$ cat src/ljce_pkg.sv
// ----------------------------------------------------------------------------
// ljce_pkg
// Shared types, codes and helpers for the Lennard-Jones cutoff energy engine.
// ----------------------------------------------------------------------------
package ljce_pkg;

    localparam int MAX_ATOMS_DEF = 1024;

    // opcodes
    localparam logic [1:0] OP_LOAD    = 2'd0;
    localparam logic [1:0] OP_PARTIAL = 2'd1;
    localparam logic [1:0] OP_TOTAL   = 2'd2;

    // configuration register indexes
    localparam logic [1:0] REG_ATOM_COUNT    = 2'd0;
    localparam logic [1:0] REG_CUTOFF_SQ_BOX = 2'd1;
    localparam logic [1:0] REG_BOX_LEN_SQ    = 2'd2;
    localparam logic [1:0] REG_OVERLAP_LIMIT = 2'd3;

    // register reset values
    localparam logic [10:0] ATOM_COUNT_RST    = 11'd0;
    localparam logic [31:0] CUTOFF_SQ_BOX_RST = 32'd351750000;
    localparam logic [31:0] BOX_LEN_SQ_RST    = 32'd3200890;
    localparam logic [31:0] OVERLAP_LIMIT_RST = 32'd29695672;

    // pair outcome codes
    localparam logic [1:0] PK_SKIP    = 2'd0;
    localparam logic [1:0] PK_TERM    = 2'd1;
    localparam logic [1:0] PK_OVERLAP = 2'd2;

    // energy range limits
    localparam logic signed [47:0] E_MAX   = 48'sh7FFF_FFFF_FFFF;
    localparam logic signed [51:0] E_MAX_W = 52'sh0_7FFF_FFFF_FFFF;
    localparam logic signed [51:0] E_MIN_W = 52'shF_8000_0000_0000;

    typedef struct packed {
        logic [1:0]         opcode;
        logic [9:0]         atom_index;
        logic signed [31:0] pos_x;
        logic signed [31:0] pos_y;
        logic signed [31:0] pos_z;
    } in_item_t;

    typedef struct packed {
        logic signed [47:0] energy;
        logic               overlap;
    } out_item_t;

    typedef struct packed {
        logic [31:0] x;
        logic [31:0] y;
        logic [31:0] z;
    } pos_t;

    typedef struct packed {
        logic [31:0] cutoff_sq_box;
        logic [31:0] box_len_sq;
        logic [31:0] overlap_limit;
    } pair_cfg_t;

    typedef struct packed {
        logic               done;
        logic [1:0]         kind;
        logic signed [49:0] term;
    } pair_res_t;

    // saturate a widened sum to the energy range
    function automatic logic signed [47:0] sat_e(input logic signed [51:0] v);
        logic signed [47:0] r;
        if (v > E_MAX_W) begin
            r = E_MAX;
        end else if (v < E_MIN_W) begin
            r = E_MIN_W[47:0];
        end else begin
            r = v[47:0];
        end
        return r;
    endfunction

endpackage

$ cat src/ljce_pair.sv
// ----------------------------------------------------------------------------
// ljce_pair
// One pair term 4-free (sr12 - sr6) over a shared 32x32 multiplier and a
// bit-serial divider, sequenced by a small state machine.
// ----------------------------------------------------------------------------
module ljce_pair (
    input  logic                aclk,
    input  logic                aresetn,
    input  logic                start,
    input  ljce_pkg::pos_t      p_pos,
    input  ljce_pkg::pos_t      a_pos,
    input  ljce_pkg::pair_cfg_t cfg,
    output ljce_pkg::pair_res_t res
);

    localparam logic [4:0] S_IDLE   = 5'd0;
    localparam logic [4:0] S_SQX    = 5'd1;
    localparam logic [4:0] S_SQY    = 5'd2;
    localparam logic [4:0] S_SQZ    = 5'd3;
    localparam logic [4:0] S_CUT    = 5'd4;
    localparam logic [4:0] S_R2     = 5'd5;
    localparam logic [4:0] S_R2CHK  = 5'd6;
    localparam logic [4:0] S_DIV    = 5'd7;
    localparam logic [4:0] S_LIM    = 5'd8;
    localparam logic [4:0] S_SR4    = 5'd9;
    localparam logic [4:0] S_SR6A   = 5'd10;
    localparam logic [4:0] S_SR6B   = 5'd11;
    localparam logic [4:0] S_SR6C   = 5'd12;
    localparam logic [4:0] S_SR12A  = 5'd13;
    localparam logic [4:0] S_SR12B  = 5'd14;
    localparam logic [4:0] S_SR12C  = 5'd15;
    localparam logic [4:0] S_SR12D  = 5'd16;
    localparam logic [4:0] S_FIN    = 5'd17;

    localparam logic [47:0] R2_FLOOR = 48'h00_0000_0100_0000;

    logic [4:0]  state_reg, state_next;
    logic [31:0] mx_reg, mx_next, my_reg, my_next, mz_reg, mz_next;
    logic [63:0] prod_reg;
    logic [63:0] d2_reg, d2_next;
    logic [31:0] s_reg, s_next;
    logic [47:0] r2_reg, r2_next;
    logic [47:0] rem_reg, rem_next;
    logic [31:0] q_reg, q_next;
    logic [4:0]  cnt_reg, cnt_next;
    logic [31:0] sr2_reg, sr2_next;
    logic [23:0] l_reg, l_next;
    logic [49:0] acc_reg, acc_next;
    logic [47:0] sr6_reg, sr6_next;
    logic [47:0] sr12_reg, sr12_next;
    ljce_pkg::pair_res_t res_reg, res_next;

    logic [31:0] mul_a, mul_b;
    logic [31:0] dx, dy, dz;
    logic [63:0] d2_full;
    logic [47:0] r2_w;
    logic [48:0] rs;
    logic [49:0] sr12_w;

    assign res = res_reg;

    // wrapped differences give the minimum image directly
    assign dx = p_pos.x - a_pos.x;
    assign dy = p_pos.y - a_pos.y;
    assign dz = p_pos.z - a_pos.z;
    assign d2_full = d2_reg + prod_reg;
    assign r2_w    = prod_reg[63:16];
    assign rs      = {rem_reg, 1'b0};
    assign sr12_w  = acc_reg + {26'd0, prod_reg[47:24]};

    // shared multiplier operand select
    always_comb begin
        mul_a = '0;
        mul_b = '0;
        case (state_reg)
            S_SQX:   begin mul_a = mx_reg; mul_b = mx_reg; end
            S_SQY:   begin mul_a = my_reg; mul_b = my_reg; end
            S_SQZ:   begin mul_a = mz_reg; mul_b = mz_reg; end
            S_R2:    begin mul_a = s_reg; mul_b = cfg.box_len_sq; end
            S_SR4:   begin mul_a = sr2_reg; mul_b = sr2_reg; end
            S_SR6A:  begin mul_a = 32'(prod_reg[63:48]); mul_b = sr2_reg; end
            S_SR6B:  begin mul_a = 32'(l_reg); mul_b = sr2_reg; end
            S_SR12A: begin mul_a = 32'(sr6_reg[47:24]); mul_b = 32'(sr6_reg[47:24]); end
            S_SR12B: begin mul_a = 32'(sr6_reg[47:24]); mul_b = 32'(sr6_reg[23:0]); end
            S_SR12C: begin mul_a = 32'(sr6_reg[23:0]); mul_b = 32'(sr6_reg[23:0]); end
            default: begin mul_a = '0; mul_b = '0; end
        endcase
    end

    // sequencer
    always_comb begin
        state_next = state_reg;
        mx_next    = mx_reg;
        my_next    = my_reg;
        mz_next    = mz_reg;
        d2_next    = d2_reg;
        s_next     = s_reg;
        r2_next    = r2_reg;
        rem_next   = rem_reg;
        q_next     = q_reg;
        cnt_next   = cnt_reg;
        sr2_next   = sr2_reg;
        l_next     = l_reg;
        acc_next   = acc_reg;
        sr6_next   = sr6_reg;
        sr12_next  = sr12_reg;
        res_next   = res_reg;
        res_next.done = 1'b0;
        case (state_reg)
            S_IDLE: begin
                if (start) begin
                    mx_next = dx[31] ? (~dx + 32'd1) : dx;
                    my_next = dy[31] ? (~dy + 32'd1) : dy;
                    mz_next = dz[31] ? (~dz + 32'd1) : dz;
                    if ((dx == '0) && (dy == '0) && (dz == '0)) begin
                        res_next.done = 1'b1;
                        res_next.kind = ljce_pkg::PK_SKIP;
                    end else begin
                        state_next = S_SQX;
                    end
                end
            end
            S_SQX: state_next = S_SQY;
            S_SQY: begin
                d2_next    = prod_reg;
                state_next = S_SQZ;
            end
            S_SQZ: begin
                d2_next    = d2_full;
                state_next = S_CUT;
            end
            // cutoff test on the exact squared distance
            S_CUT: begin
                if (d2_full[63:32] >= cfg.cutoff_sq_box) begin
                    res_next.done = 1'b1;
                    res_next.kind = ljce_pkg::PK_SKIP;
                    state_next    = S_IDLE;
                end else begin
                    s_next     = d2_full[63:32];
                    state_next = S_R2;
                end
            end
            S_R2: state_next = S_R2CHK;
            // r2 at or below 2^24 gives sr2 beyond any 32-bit limit
            S_R2CHK: begin
                if (r2_w <= R2_FLOOR) begin
                    res_next.done = 1'b1;
                    res_next.kind = ljce_pkg::PK_OVERLAP;
                    state_next    = S_IDLE;
                end else begin
                    r2_next    = r2_w;
                    rem_next   = R2_FLOOR;
                    q_next     = '0;
                    cnt_next   = '0;
                    state_next = S_DIV;
                end
            end
            // restoring division of 2^56 by r2, one quotient bit a cycle
            S_DIV: begin
                if (rs >= {1'b0, r2_reg}) begin
                    rem_next = 48'(rs - {1'b0, r2_reg});
                    q_next   = {q_reg[30:0], 1'b1};
                end else begin
                    rem_next = rs[47:0];
                    q_next   = {q_reg[30:0], 1'b0};
                end
                cnt_next = cnt_reg + 5'd1;
                if (cnt_reg == 5'd31) begin
                    state_next = S_LIM;
                end
            end
            S_LIM: begin
                if (q_reg > cfg.overlap_limit) begin
                    res_next.done = 1'b1;
                    res_next.kind = ljce_pkg::PK_OVERLAP;
                    state_next    = S_IDLE;
                end else begin
                    sr2_next   = q_reg;
                    state_next = S_SR4;
                end
            end
            S_SR4: state_next = S_SR6A;
            S_SR6A: begin
                l_next     = prod_reg[47:24];
                state_next = S_SR6B;
            end
            S_SR6B: begin
                acc_next   = {2'b00, prod_reg[47:0]};
                state_next = S_SR6C;
            end
            S_SR6C: begin
                sr6_next   = 48'(acc_reg + {18'd0, prod_reg[55:24]});
                state_next = S_SR12A;
            end
            // sr12 from the square of sr6 split in halves
            S_SR12A: begin
                if (sr6_reg[47:36] != '0) begin
                    sr12_next  = ljce_pkg::E_MAX;
                    state_next = S_FIN;
                end else begin
                    state_next = S_SR12B;
                end
            end
            S_SR12B: begin
                acc_next   = {prod_reg[25:0], 24'd0};
                state_next = S_SR12C;
            end
            S_SR12C: begin
                acc_next   = acc_reg + {prod_reg[48:0], 1'b0};
                state_next = S_SR12D;
            end
            S_SR12D: begin
                if (sr12_w > {2'b00, ljce_pkg::E_MAX}) begin
                    sr12_next = ljce_pkg::E_MAX;
                end else begin
                    sr12_next = sr12_w[47:0];
                end
                state_next = S_FIN;
            end
            S_FIN: begin
                res_next.done = 1'b1;
                res_next.kind = ljce_pkg::PK_TERM;
                res_next.term = $signed({2'b00, sr12_reg}) - $signed({2'b00, sr6_reg});
                state_next    = S_IDLE;
            end
            default: state_next = S_IDLE;
        endcase
    end

    // control registers
    always_ff @(posedge aclk) begin
        if (!aresetn) begin
            state_reg    <= S_IDLE;
            res_reg.done <= 1'b0;
        end else begin
            state_reg    <= state_next;
            res_reg.done <= res_next.done;
        end
    end

    // datapath registers
    always_ff @(posedge aclk) begin
        prod_reg     <= mul_a * mul_b;
        mx_reg       <= mx_next;
        my_reg       <= my_next;
        mz_reg       <= mz_next;
        d2_reg       <= d2_next;
        s_reg        <= s_next;
        r2_reg       <= r2_next;
        rem_reg      <= rem_next;
        q_reg        <= q_next;
        cnt_reg      <= cnt_next;
        sr2_reg      <= sr2_next;
        l_reg        <= l_next;
        acc_reg      <= acc_next;
        sr6_reg      <= sr6_next;
        sr12_reg     <= sr12_next;
        res_reg.kind <= res_next.kind;
        res_reg.term <= res_next.term;
    end

endmodule

$ cat config.mk
export PLATFORM = sky130hd
export DESIGN_NAME = ljce_pair
export DESIGN_NICKNAME = d
export VERILOG_FILES = /design/src/ljce_pkg.sv /design/src/ljce_pair.sv
export SDC_FILE = /design/constraint.sdc
export NUM_CORES = 2
export LEC_CHECK = 0
export BUFFER_PORTS_ARGS = -buffer_cell sky130_fd_sc_hd__buf_2
export CAP_MARGIN = 20
export CORE_ASPECT_RATIO = 0.75
export CORE_MARGIN = 2
export CORE_UTILIZATION = 31
export CTS_BUF_LIST = sky130_fd_sc_hd__clkbuf_16
export DETAILED_ROUTE_END_ITERATION = 16
export PLACE_DENSITY = 0.43
export SLEW_MARGIN = 20
export SYNTH_ARGS = -nofsm -noshare
export SYNTH_HDL_FRONTEND = slang
export SYNTH_SLANG_ARGS = --single-unit
$ cat constraint.sdc
create_clock -name aclk -period 20.6 [get_ports aclk]
set_input_delay 3.09 -clock aclk [delete_from_list [all_inputs] [get_ports aclk]]
set_output_delay 3.09 -clock aclk [all_outputs]
set_load 0.02 [all_outputs]
==> results_dict.tcl <==
set metrics [dict create \
    outcome "finished clean" \
    groute.layer.met1.usage_pct 36.81 \
    critPathRequiredTime_ns 21.20 \
    synth.cell_area_um2 80030 \
    die_y_um 444.0 \
    post_drt_via_cell_ratio 5.323 \
    fin_crit_ns 12.59 \
    synth_seq_area_share_pct 23.44 \
    postSynth.asyncResetShare_pct 0 \
    setup_tns_ns 0 \
    detailedPlacementHpwl_um 270300 \
    multi_input_comb_area_um2 55110 \
    synth-main-ff-cell "edfxtp_1" \
    hp-start "q_reg[1]$_SDFFCE_PN0P_" \
    reg2reg_setup_slack_ns 8.01 \
    hold_path_class "flip-flop to flip-flop" \
    timing.final.crit_share_pct 61.10 \
    hold-path-cell-count 0 \
    num_vias 67043 \
    nNetsFinal 10961 \
    worst_pin_slew_ns 1.219 \
    first_pass_iters 6 \
    ctsLongestPathBuffers 3 \
    power-per-cell-area_nw_per_um2 164.3 \
    critical_path.most_common_cell "fa_1" \
    post_cts_buffers 0 \
    layout_common_cells "inv_1 (1366), nand2_1 (963), nor2_1 (905), fa_1 (904), ha_1 (664)" \
    crit_path_max_fanout 69 \
    clk_transition_reported_paths_ns 0.07 \
    gr-usage-all-layers_pct 25.38 \
    synthesis.nets 10718 \
    grt-busiest-layer "met2" \
    first_global_vias 66503 \
    area_enclosed_by_the_die_boundary_um2 262300 \
    synthesis.area_per_instance_um2 9.034 \
    maxCapViolations 0 \
    synth.ff_latch_count 648 \
    grt_start_max_net_pins 83 \
    ir_worst_vdd_mv 0.2438 \
    reg2reg_from "state_reg[0]$_SDFFE_PN0P_" \
    max_freq_mhz 79.45 \
    cts_hold_buffers 0 \
    worst_hold_slack_ns 0.4887 \
    category_of_the_worst_setup_path_launch_point "flip-flop" \
    initial_antenna_violation_count 24 \
    met2_track_demand_over_resource_in_global_routing_pct 37.64 \
    hold_path_end "sr2_reg[1]$_DFFE_PP_" \
    register_cell_area_after_layout_um2 18760 \
    timing.critical_path.max_delay_family "adder cells" \
    timing.reg2reg.worst_path_depth 34 \
    clkLatencyLatePin_ns 0.70 \
    post_synth_num_cell_types 116 \
    layout.filler_cells 26586 \
    layout_commonest_cell "inv_1" \
    die_width_um 590.7 \
    htree_num_levels 3 \
    number_of_remaining_drc_errors 0 \
    total_wire_length_after_detailed_routing_um 336100 \
    fraction_of_layout_instances_using_a_drive_strength_above_1_pct 9.025 \
    gp_routability_congestion 0.9377 \
    rsz_0062_raised_after_global_routing "no" \
    cts_resized 0 \
    power.static_leakage_nw 40.84 \
    clock_skew_ns 0.03554 \
    core_area_um2 256600 \
    grt_first_pass_wirelength_um 482300 \
    maxSlewHeadroom_pct 18.70 \
    crit_type "flip-flop to flip-flop" \
    syn_inst 8859 \
    final_hold_viol_count 0 \
    edff_count_synth 578 \
    timing.critical_path.slowest_cell_delay_ns 0.92 \
    placement_rows 161 \
    cts_made_buffers 75 \
    clkSinkCount 648 \
    drt_iter0_drc 6136 \
    worstPathArrival_ns 13.19 \
    drtAntennaViolNets 0 \
    yosysWarningCount 0 \
    reg2reg_to "prod_reg[63]$_DFF_P_" \
    cp-end-kind "flip-flop" \
    setup_violations_final 0 \
    critical_path_cell_with_the_highest_stage_delay "nor3_2" \
    cts_root_buf "clkbuf_16" \
    initial_core_util_pct 31.18 \
    finalMaxSlewViolations 0 \
    placement.io_buffers 343 \
    timing.critical_path.buf_inv 8 \
    routed_wire_length_per_instance_um 26.69 \
    design.portCount 344 \
    tritoncts "done" \
    global_route_congestion_overflow_total 0 \
    global_route.usage.met3_pct 4.581 \
    syn2layout_area_growth_pct 11.08 \
]
-- layer usage --
layer,routed length [µm],up-vias
met5,92,-
met1,155700,33772
met4,13950,14
met3,25240,508
li1,-,30134
met2,141100,2615
-- cell families after synthesis --
| kind of cell | share of synthesized area [%] |
|---|---|
| and+or+nand+nor | 15.12 |
| buffers and inverters | 8.105 |
| AOI/OAI and AO/OA | 13.96 |
| adders and majority gates | 32.99 |
| DFF | 23.44 |
| xor gates and xnor gates | 5.162 |
| muxes | 1.213 |
| other | 0.004686 |
-- cells in the mapped netlist, drive strengths merged, types with 56 or more instances --
cell       n  area share, %
inv     1358            6.4
nand2    967            4.5
nor2     914            4.3
fa       904             23
ha       664             10
edfxtp   578             22
a21oi    451            2.8
clkbuf   324            1.5
o21ai    322            2.0
xnor2    290            3.2
a21o     237            2.2
xor2     180            2.0
nand3    153           0.96
nor3     103           0.66
and3      89           0.70
mux2i     79           0.99
nand2b    77           0.60
nand4     75           0.59
dfxtp     70            1.8
a22oi     67           0.63
and2      67           0.52
o21a      59           0.55
nor2b     56           0.44
-- where the power goes --
group / internal (mW) / total (mW) / switching, mW
Sequential: 1.78 / 1.91 / 0.131
Combinational: 3.83 / 11.3 / 7.44
Clock: 0.788 / 1.42 / 0.636
Total: 6.40 / 14.6 / 8.20
-- through the flow --
step,worst slack [ns],area (µm²),power [mW],utilization [%],cells
finish,8.014,88900,14.61,34.64,12594
global route,7.561,88880,15.78,34.63,12587
CTS,8.097,88800,14.64,34.60,12584
detailed placement,8.133,86320,13.14,33.63,12446
global placement,7.775,86300,13.17,33.63,12444
floorplan,9.745,80030,8.978,-,8859
-- how the worst max path moves through the flow --
stage	start	endpoint	slack (ns)	depth (start not counted)
floorplan	cfg[43]	prod_reg[63]$_DFF_P_	9.75	29
global placement	cfg[52]	prod_reg[58]$_DFF_P_	7.77	28
detailed placement	state_reg[0]$_SDFFE_PN0P_	prod_reg[63]$_DFF_P_	8.13	34
CTS	state_reg[0]$_SDFFE_PN0P_	prod_reg[63]$_DFF_P_	8.10	34
global route	state_reg[0]$_SDFFE_PN0P_	prod_reg[63]$_DFF_P_	7.56	34
finish	state_reg[0]$_SDFFE_PN0P_	prod_reg[63]$_DFF_P_	8.01	34
-- area by class of cell --
cell class,count,area share (%)
diodes,8,0.02252
clock buffers,77,2.168
clock inverters,61,0.6277
inverters,1359,5.738
multi-input cells,6490,61.99
flip-flops and latches,648,21.11
well taps,3423,4.818
repair buffers,528,3.527
No activity file was read; power rests on OpenSTA's default activity.
